<file path="config.mk">
export PLATFORM = sky130hd
export DESIGN_NAME = positional_list_engine
export DESIGN_NICKNAME = d
export VERILOG_FILES = /design/src/hdl/plist_pkg.sv /design/src/hdl/plist_ram.sv /design/src/hdl/plist_ctrl.sv /design/src/hdl/plist_datapath.sv /design/src/hdl/positional_list_engine.sv
export SDC_FILE = /design/constraint.sdc
export NUM_CORES = 1
export LEC_CHECK = 0
export ABC_CLOCK_PERIOD_IN_PS = 7100
export BUFFER_PORTS_ARGS = -buffer_cell sky130_fd_sc_hd__buf_2
export CORE_MARGIN = 1.5
export CORE_UTILIZATION = 49
export DETAILED_ROUTE_END_ITERATION = 6
export PLACE_DENSITY = 0.75
export SYNTH_ARGS = -nofsm -noshare
export SYNTH_HDL_FRONTEND = slang
export SYNTH_SLANG_ARGS = --single-unit
</file>
<file path="constraint.sdc">
create_clock -name clk_i -period 7.1 [get_ports clk_i]
set_input_delay 0.71 -clock clk_i [delete_from_list [all_inputs] [get_ports clk_i]]
set_output_delay 0.71 -clock clk_i [all_outputs]
set_load 0.05 [all_outputs]
</file>
<file path="src/hdl/plist_pkg.sv">
// ----------------------------------------------------------------------------
// plist_pkg
// shared types and constants for the positional list engine
// ----------------------------------------------------------------------------
package plist_pkg;

  // default number of list entries
  localparam int unsigned CAPACITY_DEF = 64;

  // fixed field widths
  localparam int unsigned REQ_W   = 3;
  localparam int unsigned POS_W   = 7;
  localparam int unsigned ITEM_W  = 16;
  localparam int unsigned STAT_W  = 2;
  localparam int unsigned COUNT_W = 7;

  typedef enum logic [REQ_W-1:0] {
    REQ_INS_FRONT = 3'd0,
    REQ_INS_POS   = 3'd1,
    REQ_INS_BACK  = 3'd2,
    REQ_REM_FRONT = 3'd3,
    REQ_REM_POS   = 3'd4,
    REQ_REM_BACK  = 3'd5,
    REQ_READ      = 3'd6
  } req_e;

  typedef enum logic [STAT_W-1:0] {
    ST_OK     = 2'd0,
    ST_BADPOS = 2'd1,
    ST_EMPTY  = 2'd2,
    ST_FULL   = 2'd3
  } status_e;

  // controller to datapath
  typedef struct packed {
    logic    load;    // capture request fields
    logic    init;    // set up cursor and read count for the shift
    logic    step;    // advance the shift loop
    logic    put;     // write new handle at target slot
    logic    finish;  // publish result, update fill count
    status_e code;    // result status for finish
  } plist_cmd_t;

  // datapath to controller
  typedef struct packed {
    req_e req;
    logic empty;
    logic full;
    logic pos_over;    // position beyond fill count
    logic pos_at_end;  // position at or beyond fill count
    logic shift_last;  // no reads left to issue
  } plist_stat_t;

endpackage

</file>
<file path="src/hdl/plist_ram.sv">
// ----------------------------------------------------------------------------
// plist_ram
// generic single write, single read memory with registered read data
// ----------------------------------------------------------------------------
module plist_ram #(
  parameter int unsigned WIDTH = 16,
  parameter int unsigned DEPTH = 64
) (
  input  logic                     clk_i,
  input  logic                     we_i,
  input  logic [$clog2(DEPTH)-1:0] waddr_i,
  input  logic [WIDTH-1:0]         wdata_i,
  input  logic                     re_i,
  input  logic [$clog2(DEPTH)-1:0] raddr_i,
  output logic [WIDTH-1:0]         rdata_o
);

  logic [WIDTH-1:0] mem_q [DEPTH];
  logic [WIDTH-1:0] rdata_q;

  always_ff @(posedge clk_i) begin
    if (we_i) begin
      mem_q[waddr_i] <= wdata_i;
    end
    if (re_i) begin
      rdata_q <= mem_q[raddr_i];
    end
  end

  assign rdata_o = rdata_q;

endmodule

</file>
<file path="src/hdl/plist_ctrl.sv">
// ----------------------------------------------------------------------------
// plist_ctrl
// request sequencer: checks, shift loop, insert write and result beat
// ----------------------------------------------------------------------------
module plist_ctrl (
  input  logic                   clk_i,
  input  logic                   rst_ni,
  input  logic                   start_i,
  output logic                   busy_o,
  input  plist_pkg::plist_stat_t stat_i,
  output plist_pkg::plist_cmd_t  cmd_o
);

  typedef enum logic [5:0] {
    S_IDLE  = 6'b000001,
    S_CHECK = 6'b000010,
    S_SHIFT = 6'b000100,
    S_PUT   = 6'b001000,
    S_DONE  = 6'b010000,
    S_SPARE = 6'b100000
  } state_e;

  state_e              state_q, state_d;
  plist_pkg::status_e  code_q, code_d;
  logic                is_ins;

  always_comb begin
    case (stat_i.req) inside
      plist_pkg::REQ_INS_FRONT, plist_pkg::REQ_INS_POS,
      plist_pkg::REQ_INS_BACK: is_ins = 1'b1;
      default:                 is_ins = 1'b0;
    endcase
  end

  always_comb begin
    state_d     = state_q;
    code_d      = code_q;
    cmd_o       = '0;
    cmd_o.code  = code_q;
    unique case (state_q)
      S_IDLE: begin
        if (start_i) begin
          cmd_o.load = 1'b1;
          state_d    = S_CHECK;
        end
      end
      S_CHECK: begin
        code_d  = plist_pkg::ST_OK;
        state_d = S_DONE;
        case (stat_i.req) inside
          plist_pkg::REQ_INS_FRONT, plist_pkg::REQ_INS_POS,
          plist_pkg::REQ_INS_BACK: begin
            if (stat_i.req == plist_pkg::REQ_INS_POS && stat_i.pos_over) begin
              code_d = plist_pkg::ST_BADPOS;
            end else if (stat_i.full) begin
              code_d = plist_pkg::ST_FULL;
            end else begin
              cmd_o.init = 1'b1;
              state_d    = S_SHIFT;
            end
          end
          plist_pkg::REQ_REM_FRONT, plist_pkg::REQ_REM_BACK: begin
            if (stat_i.empty) begin
              code_d = plist_pkg::ST_EMPTY;
            end else begin
              cmd_o.init = 1'b1;
              state_d    = S_SHIFT;
            end
          end
          plist_pkg::REQ_REM_POS, plist_pkg::REQ_READ: begin
            if (stat_i.empty) begin
              code_d = plist_pkg::ST_EMPTY;
            end else if (stat_i.pos_at_end) begin
              code_d = plist_pkg::ST_BADPOS;
            end else begin
              cmd_o.init = 1'b1;
              state_d    = S_SHIFT;
            end
          end
          default: ;
        endcase
      end
      S_SHIFT: begin
        cmd_o.step = 1'b1;
        if (stat_i.shift_last) begin
          state_d = is_ins ? S_PUT : S_DONE;
        end
      end
      S_PUT: begin
        cmd_o.put = 1'b1;
        state_d   = S_DONE;
      end
      S_DONE: begin
        cmd_o.finish = 1'b1;
        state_d      = S_IDLE;
      end
      default: begin
        state_d = S_IDLE;
      end
    endcase
  end

  always_ff @(posedge clk_i or negedge rst_ni) begin
    if (!rst_ni) begin
      state_q <= S_IDLE;
      code_q  <= plist_pkg::ST_OK;
    end else begin
      state_q <= state_d;
      code_q  <= code_d;
    end
  end

  assign busy_o = (state_q != S_IDLE);

endmodule

</file>
<file path="src/hdl/plist_datapath.sv">
// ----------------------------------------------------------------------------
// plist_datapath
// request registers, fill count, entry memory with shift cursor, result beat
// ----------------------------------------------------------------------------
module plist_datapath #(
  parameter int unsigned CAPACITY = plist_pkg::CAPACITY_DEF
) (
  input  logic                             clk_i,
  input  logic                             rst_ni,
  input  logic [plist_pkg::REQ_W-1:0]      req_type_i,
  input  logic [plist_pkg::POS_W-1:0]      position_i,
  input  logic [plist_pkg::ITEM_W-1:0]     item_value_i,
  input  plist_pkg::plist_cmd_t            cmd_i,
  output plist_pkg::plist_stat_t           stat_o,
  output logic                             done_o,
  output logic [plist_pkg::ITEM_W-1:0]     item_out_o,
  output logic [plist_pkg::STAT_W-1:0]     status_o,
  output logic [plist_pkg::COUNT_W-1:0]    entry_count_o
);

  localparam int unsigned AW   = $clog2(CAPACITY);
  localparam int unsigned CW   = $clog2(CAPACITY + 1);
  localparam int unsigned CMPW = (CW > plist_pkg::POS_W) ? CW : plist_pkg::POS_W;

  plist_pkg::req_e                req_q;
  logic [plist_pkg::POS_W-1:0]    pos_q;
  logic [plist_pkg::ITEM_W-1:0]   val_q;
  logic [CW-1:0]                  count_q, count_d;
  logic [AW-1:0]                  cur_q, cur_d;
  logic [CW-1:0]                  left_q, left_d;
  logic                           rv_q, rv_d;
  logic [AW-1:0]                  ra_q, ra_d;
  logic [plist_pkg::ITEM_W-1:0]   item_q, item_d;
  logic [plist_pkg::ITEM_W-1:0]   out_item_q, out_item_d;
  logic [plist_pkg::STAT_W-1:0]   out_stat_q, out_stat_d;
  logic                           done_q, done_d;

  logic [CMPW-1:0]                pos_w, count_w, at_w;
  logic [AW-1:0]                  at_a;
  logic                           is_ins, is_rem;

  logic                           we, re;
  logic [AW-1:0]                  waddr, raddr;
  logic [plist_pkg::ITEM_W-1:0]   wdata, rdata;

  assign pos_w   = CMPW'(pos_q);
  assign count_w = CMPW'(count_q);

  always_comb begin
    is_ins = 1'b0;
    is_rem = 1'b0;
    case (req_q) inside
      plist_pkg::REQ_INS_FRONT, plist_pkg::REQ_INS_POS,
      plist_pkg::REQ_INS_BACK: is_ins = 1'b1;
      plist_pkg::REQ_REM_FRONT, plist_pkg::REQ_REM_POS,
      plist_pkg::REQ_REM_BACK: is_rem = 1'b1;
      default: ;
    endcase
  end

  // target slot of the request
  always_comb begin
    case (req_q) inside
      plist_pkg::REQ_INS_POS, plist_pkg::REQ_REM_POS,
      plist_pkg::REQ_READ:     at_w = pos_w;
      plist_pkg::REQ_INS_BACK: at_w = count_w;
      plist_pkg::REQ_REM_BACK: at_w = count_w - CMPW'(1);
      default:                 at_w = '0;
    endcase
  end

  assign at_a = at_w[AW-1:0];

  assign stat_o.req        = req_q;
  assign stat_o.empty      = (count_q == '0);
  assign stat_o.full       = (count_q == CW'(CAPACITY));
  assign stat_o.pos_over   = (pos_w > count_w);
  assign stat_o.pos_at_end = (pos_w >= count_w);
  assign stat_o.shift_last = (left_q == '0);

  always_comb begin
    count_d    = count_q;
    cur_d      = cur_q;
    left_d     = left_q;
    rv_d       = rv_q;
    ra_d       = ra_q;
    item_d     = item_q;
    out_item_d = out_item_q;
    out_stat_d = out_stat_q;
    done_d     = 1'b0;
    we         = 1'b0;
    re         = 1'b0;
    waddr      = at_a;
    wdata      = val_q;
    raddr      = cur_q;

    if (cmd_i.load) begin
      item_d = '0;
    end

    if (cmd_i.init) begin
      rv_d = 1'b0;
      if (is_ins) begin
        // open a gap: walk down from the last entry
        cur_d  = AW'(count_w - CMPW'(1));
        left_d = CW'(count_w - at_w);
      end else if (is_rem) begin
        // close the gap: walk up from the target
        cur_d  = at_a;
        left_d = CW'(count_w - at_w);
      end else begin
        cur_d  = at_a;
        left_d = CW'(1);
      end
    end

    if (cmd_i.step) begin
      if (left_q != '0) begin
        re     = 1'b1;
        rv_d   = 1'b1;
        ra_d   = cur_q;
        cur_d  = is_ins ? cur_q - AW'(1) : cur_q + AW'(1);
        left_d = left_q - CW'(1);
      end else begin
        rv_d = 1'b0;
      end
      if (rv_q) begin
        if (is_ins) begin
          we    = 1'b1;
          waddr = ra_q + AW'(1);
          wdata = rdata;
        end else if (is_rem && ra_q != at_a) begin
          we    = 1'b1;
          waddr = ra_q - AW'(1);
          wdata = rdata;
        end else begin
          item_d = rdata;
        end
      end
    end

    if (cmd_i.put) begin
      we    = 1'b1;
      waddr = at_a;
      wdata = val_q;
    end

    if (cmd_i.finish) begin
      done_d     = 1'b1;
      out_stat_d = cmd_i.code;
      out_item_d = (cmd_i.code == plist_pkg::ST_OK) ? item_q : '0;
      if (cmd_i.code == plist_pkg::ST_OK) begin
        if (is_ins) begin
          count_d = count_q + CW'(1);
        end else if (is_rem) begin
          count_d = count_q - CW'(1);
        end
      end
    end
  end

  plist_ram #(
    .WIDTH (plist_pkg::ITEM_W),
    .DEPTH (CAPACITY)
  ) u_ram (
    .clk_i   (clk_i),
    .we_i    (we),
    .waddr_i (waddr),
    .wdata_i (wdata),
    .re_i    (re),
    .raddr_i (raddr),
    .rdata_o (rdata)
  );

  always_ff @(posedge clk_i or negedge rst_ni) begin
    if (!rst_ni) begin
      count_q <= '0;
      left_q  <= '0;
      rv_q    <= 1'b0;
      done_q  <= 1'b0;
    end else begin
      count_q <= count_d;
      left_q  <= left_d;
      rv_q    <= rv_d;
      done_q  <= done_d;
    end
  end

  always_ff @(posedge clk_i) begin
    if (cmd_i.load) begin
      req_q <= plist_pkg::req_e'(req_type_i);
      pos_q <= position_i;
      val_q <= item_value_i;
    end
    cur_q      <= cur_d;
    ra_q       <= ra_d;
    item_q     <= item_d;
    out_item_q <= out_item_d;
    out_stat_q <= out_stat_d;
  end

  assign done_o        = done_q;
  assign item_out_o    = out_item_q;
  assign status_o      = out_stat_q;
  assign entry_count_o = count_w[plist_pkg::COUNT_W-1:0];

endmodule

</file>
<file path="src/hdl/positional_list_engine.sv">
// ----------------------------------------------------------------------------
// positional_list_engine
// bounded ordered list of 16-bit handles with positional insert, remove, read
// ----------------------------------------------------------------------------
// A request is taken when start is high and busy is low; one result beat
// follows, shown for a single cycle with done_o high, and the receiver
// cannot stall it, so it must be captured in that cycle. Entries sit in a
// single-port-write memory, so an insert or remove moves the entries behind
// the target one slot per cycle. busy stays high until the done beat, and the
// next request may be given in that same cycle. A request that cannot be
// carried out (empty list, bad position, full list) leaves the list untouched
// and reports why; item_out_o is zero unless status is ok. entry_count_o
// gives the fill after the request.
// ----------------------------------------------------------------------------
module positional_list_engine #(
  parameter int unsigned CAPACITY = plist_pkg::CAPACITY_DEF
) (
  input  logic                          clk_i,
  input  logic                          rst_ni,
  // request side
  input  logic                          start,
  output logic                          busy,
  input  logic [plist_pkg::REQ_W-1:0]   req_type_i,
  input  logic [plist_pkg::POS_W-1:0]   position_i,
  input  logic [plist_pkg::ITEM_W-1:0]  item_value_i,
  // result side, one beat per request
  output logic                          done_o,
  output logic [plist_pkg::ITEM_W-1:0]  item_out_o,
  output logic [plist_pkg::STAT_W-1:0]  status_o,
  output logic [plist_pkg::COUNT_W-1:0] entry_count_o
);

  // command and status between sequencer and datapath
  plist_pkg::plist_cmd_t  cmd;
  plist_pkg::plist_stat_t stat;

  // sequencer: range checks, shift loop, insert write, result beat
  plist_ctrl u_ctrl (
    .clk_i   (clk_i),
    .rst_ni  (rst_ni),
    .start_i (start),
    .busy_o  (busy),
    .stat_i  (stat),
    .cmd_o   (cmd)
  );

  // datapath: request latch, fill count, entry memory and output registers
  plist_datapath #(
    .CAPACITY (CAPACITY)
  ) u_datapath (
    .clk_i         (clk_i),
    .rst_ni        (rst_ni),
    .req_type_i    (req_type_i),
    .position_i    (position_i),
    .item_value_i  (item_value_i),
    .cmd_i         (cmd),
    .stat_o        (stat),
    .done_o        (done_o),
    .item_out_o    (item_out_o),
    .status_o      (status_o),
    .entry_count_o (entry_count_o)
  );

endmodule
</file>
==> impl_metrics.yaml <==
critical_path:
  cp-startpoint: "u_datapath.entry_count_o[1]$_DFFE_PN0P_"
  worstSetupPathType: "flip-flop to flip-flop"
  critPathCapture: "u_datapath.u_ram.mem_q[45][1]$_DFFE_PP_"
  r2r_start: "u_datapath.entry_count_o[1]$_DFFE_PN0P_"
  rr_worst_depth: 13
  required_ns: 7.49
  startpoint_type: "flip-flop"
  end_kind: "flip-flop"
  arrival_ns: 5.97
  r2r-end: "u_datapath.u_ram.mem_q[45][1]$_DFFE_PP_"
  r2r_setup_slack_ns: 1.52
  worst-path-max-fanout: 40
synthesis:
  yosys-top-cells-count: "edfxtp_1, mux4_2, nor2_1, clkbuf_1, o21ai_0"
  synthesis.area_mm2: 0.0449
  synth_seq_cells: 1135
  ys_warn_count: 0
  synth_cell_type_count: 77
  synth_top_cell_area_share_pct: 72.8
  synth_cells: 2112
  ys_seq_area_share_pct: 75.1
  synth_nets: 2166
  synth_edf_count: 1090
  post-synth-top-count-cell: "edfxtp_1"
  netlist_top_cells_area: "edfxtp_1, mux4_2, dfrtp_1"
  async_flop_share_pct: 2.03
  synth_ff_type: "edfxtp_1"
  yosys.area.top_type: "edfxtp_1"
  syn_area_per_cell_um2: 21.3
drt:
  routed_wl_um: 105000
  vias: 22200
  drc: 0
  vias_per_cell: 6.28
  drt_iter0_drc: 3258
  dr.pass1.iters: 6
  antenna_left: 0
  wl_per_cell_um: 29.8
global_routing:
  groute.usage.overall_pct: 22.7
  grt_max_degree: 136
  grt_pass1_wl_um: 154000
  antenna_found_initial: 5
  grt-ovfl-total: 0
  grt_pass1_vias: 21800
cells_and_area:
  area_delta_synth_final_pct: 13.1
  final_util_pct: 56.2
  multi_input_area_mm2: 0.0109
  regArea_mm2: 0.0338
  final_layout_size_suffix_gt1_share_pct: 29.4
  num-nets-final: 2313
  fillers: 6393
  fin_cells: 3530
timing:
  timing.slew.headroom_pct: 10.8
  setup_viol: 0
  tightest_slew_ns: 1.33
  skew_ns: 0.0311
  fin_hold_ws_ns: 0.0208
  drv_slew: 0
  finalCritPeriodShare_pct: 78.6
  setup_tns_ns: 0
  rsz0062_at_grt: "false"
  hold_viol_final: 0
  fmax_ghz: 0.179
  fin_crit_ns: 5.58
die:
  die_x_um: 306
  fp-row-count: 110
  die_area_mm2: 0.0936
  die_h_um: 306
  ios: 56
  initial_core_util_pct: 49.7
  core_area_mm2: 0.0904
outcome:
  outcome: "complete, no violations"
clock_tree:
  ctsResizeCount: 0
  cts_tree: "done"
  insertion_delay_ns: 0.69
  clk_path_buf_depth: 3
  cts_htree_levels: 3
  numCtsBuffers: 109
  cts_setup_buffers: 0
  cts.sinks: 1135
  cts_hold_buf: 0
  clk_pin_slew_worst_paths_ns: 0.06
  clockRootBuffer: "clkbuf_16"
power_and_ir_drop:
  power_per_cell_area_mw_per_mm2: 387
  p_leak_nw: 16.1
  peakVddDrop_mv: 0.249
placement:
  place_inst: 3323
  gp_congestion: 0.893
  portBuffers: 55
  hpwl_um: 63000
worst_hold_path:
  min_path_type: "input pin to asynchronous set/reset pin"
job:
  cap_violations: 0
power breakdown:
part	internal [mW]	leakage, nW	switching [mW]	total (mW)
Sequential	7.86	10.3	0.358	8.21
Combinational	2.40	4.06	3.24	5.64
Clock	3.34	1.76	2.46	5.80
Total	13.6	16.1	6.06	19.7
through the flow:
stage	setup slack [ns]	cell area (um2)	power, mW
3_5_place_dp	1.53	47200	14.0
2_1_floorplan	0.866	44900	12.0
6_report	1.52	50800	19.7
4_1_cts	1.51	50800	19.8
3_3_place_gp	1.80	47200	13.9
5_1_grt	1.19	50800	20.3
how the worst min path moves through the flow:
| stage | to | slack, ns | cells after the start |
|---|---|---|---|
| finish | u_ctrl.state_q[1]$_DFFE_PN0P_ | 0.02 | 1 |
| detailed placement | u_datapath.item_q[10]$_DFF_P_ | 0.46 | 2 |
| global placement | u_datapath.item_q[14]$_DFF_P_ | 0.46 | 2 |
| CTS | u_datapath.done_o$_DFF_PN0_ | 0.008 | 1 |
| floorplan | u_ctrl.code_q[0]$_DFFE_PN0P_ | 0.41 | 0 |
| global route | u_ctrl.state_q[4]$_DFFE_PN0P_ | 0.06 | 1 |
area by class of cell:
| type | count | share of cell area, % |
|---|---|---|
| well taps | 1176 | 2.89 |
| clock inverters | 73 | 1.49 |
| clock buffers | 130 | 5.60 |
| flip-flops and latches | 1135 | 66.4 |
| multi-input cells | 826 | 21.3 |
| repair buffers | 143 | 1.92 |
| diodes | 3 | 0.0148 |
| inverters | 44 | 0.325 |
routing by layer:
metal	wire (um)	GRT usage [%]
met4	3420	7.54
met3	8910	3.87
met5	13	0
met1	42800	33.2
met2	50200	35.1
flip-flops by register name, summed over array words and instances, names as in the netlist:
signal,flops
u_datapath.status_o,2
u_ctrl.code_q,2
u_datapath.entry_count_o,7
u_datapath.req_q,3
u_datapath.u_ram.mem_q,1024
u_ctrl.state_q,5
u_datapath.ra_q,6
u_datapath.rv_q,1
u_datapath.left_q,7
u_datapath.val_q,16
u_datapath.cur_q,6
u_datapath.item_q,16
u_datapath.item_out_o,16
u_datapath.u_ram.rdata_o,16
u_datapath.pos_q,7
u_datapath.done_o,1
logic make-up (layout without fill, tap and decap cells):
kind of cell | count (synthesis) | count (layout) | share of synthesized area (%)
buffers and inverters | 151 | 390 | 1.30
xor gates and xnor gates | 29 | 29 | 0.582
DFF | 1135 | 1135 | 75.1
adders and majority gates | 25 | 25 | 0.729
AOI/OAI and AO/OA | 153 | 153 | 2.30
and+or+nand+nor | 279 | 279 | 3.07
other | 0 | 3 | 0
muxes | 340 | 340 | 16.9
critical path: stages (launching register included):
cell and delay [ns]:
dfrtp_1 0.51, inv_1 0.15, ha_1 0.28, or3b_1 0.48
xnor2_2 0.28, o221ai_2 0.20, xnor2_1 0.23, and4_1 0.38
a31o_4 0.75, mux2i_1 0.28, buf_4 0.23, nand3_1 0.39
nor2_1 0.81, buf_4 0.31
placed cells by master, fill, tap and decap left out, types with 35 or more instances in the layout:
| cell type | count |
|---|---|
| edfxtp_1 | 1090 |
| mux4_2 | 336 |
| clkbuf_16 | 111 |
| nor2_1 | 88 |
| buf_4 | 84 |
| buf_2 | 55 |
| nand2_1 | 52 |
| inv_1 | 42 |
| o21ai_0 | 39 |
| nand3_1 | 35 |
Power figures use the tool's default switching activity.
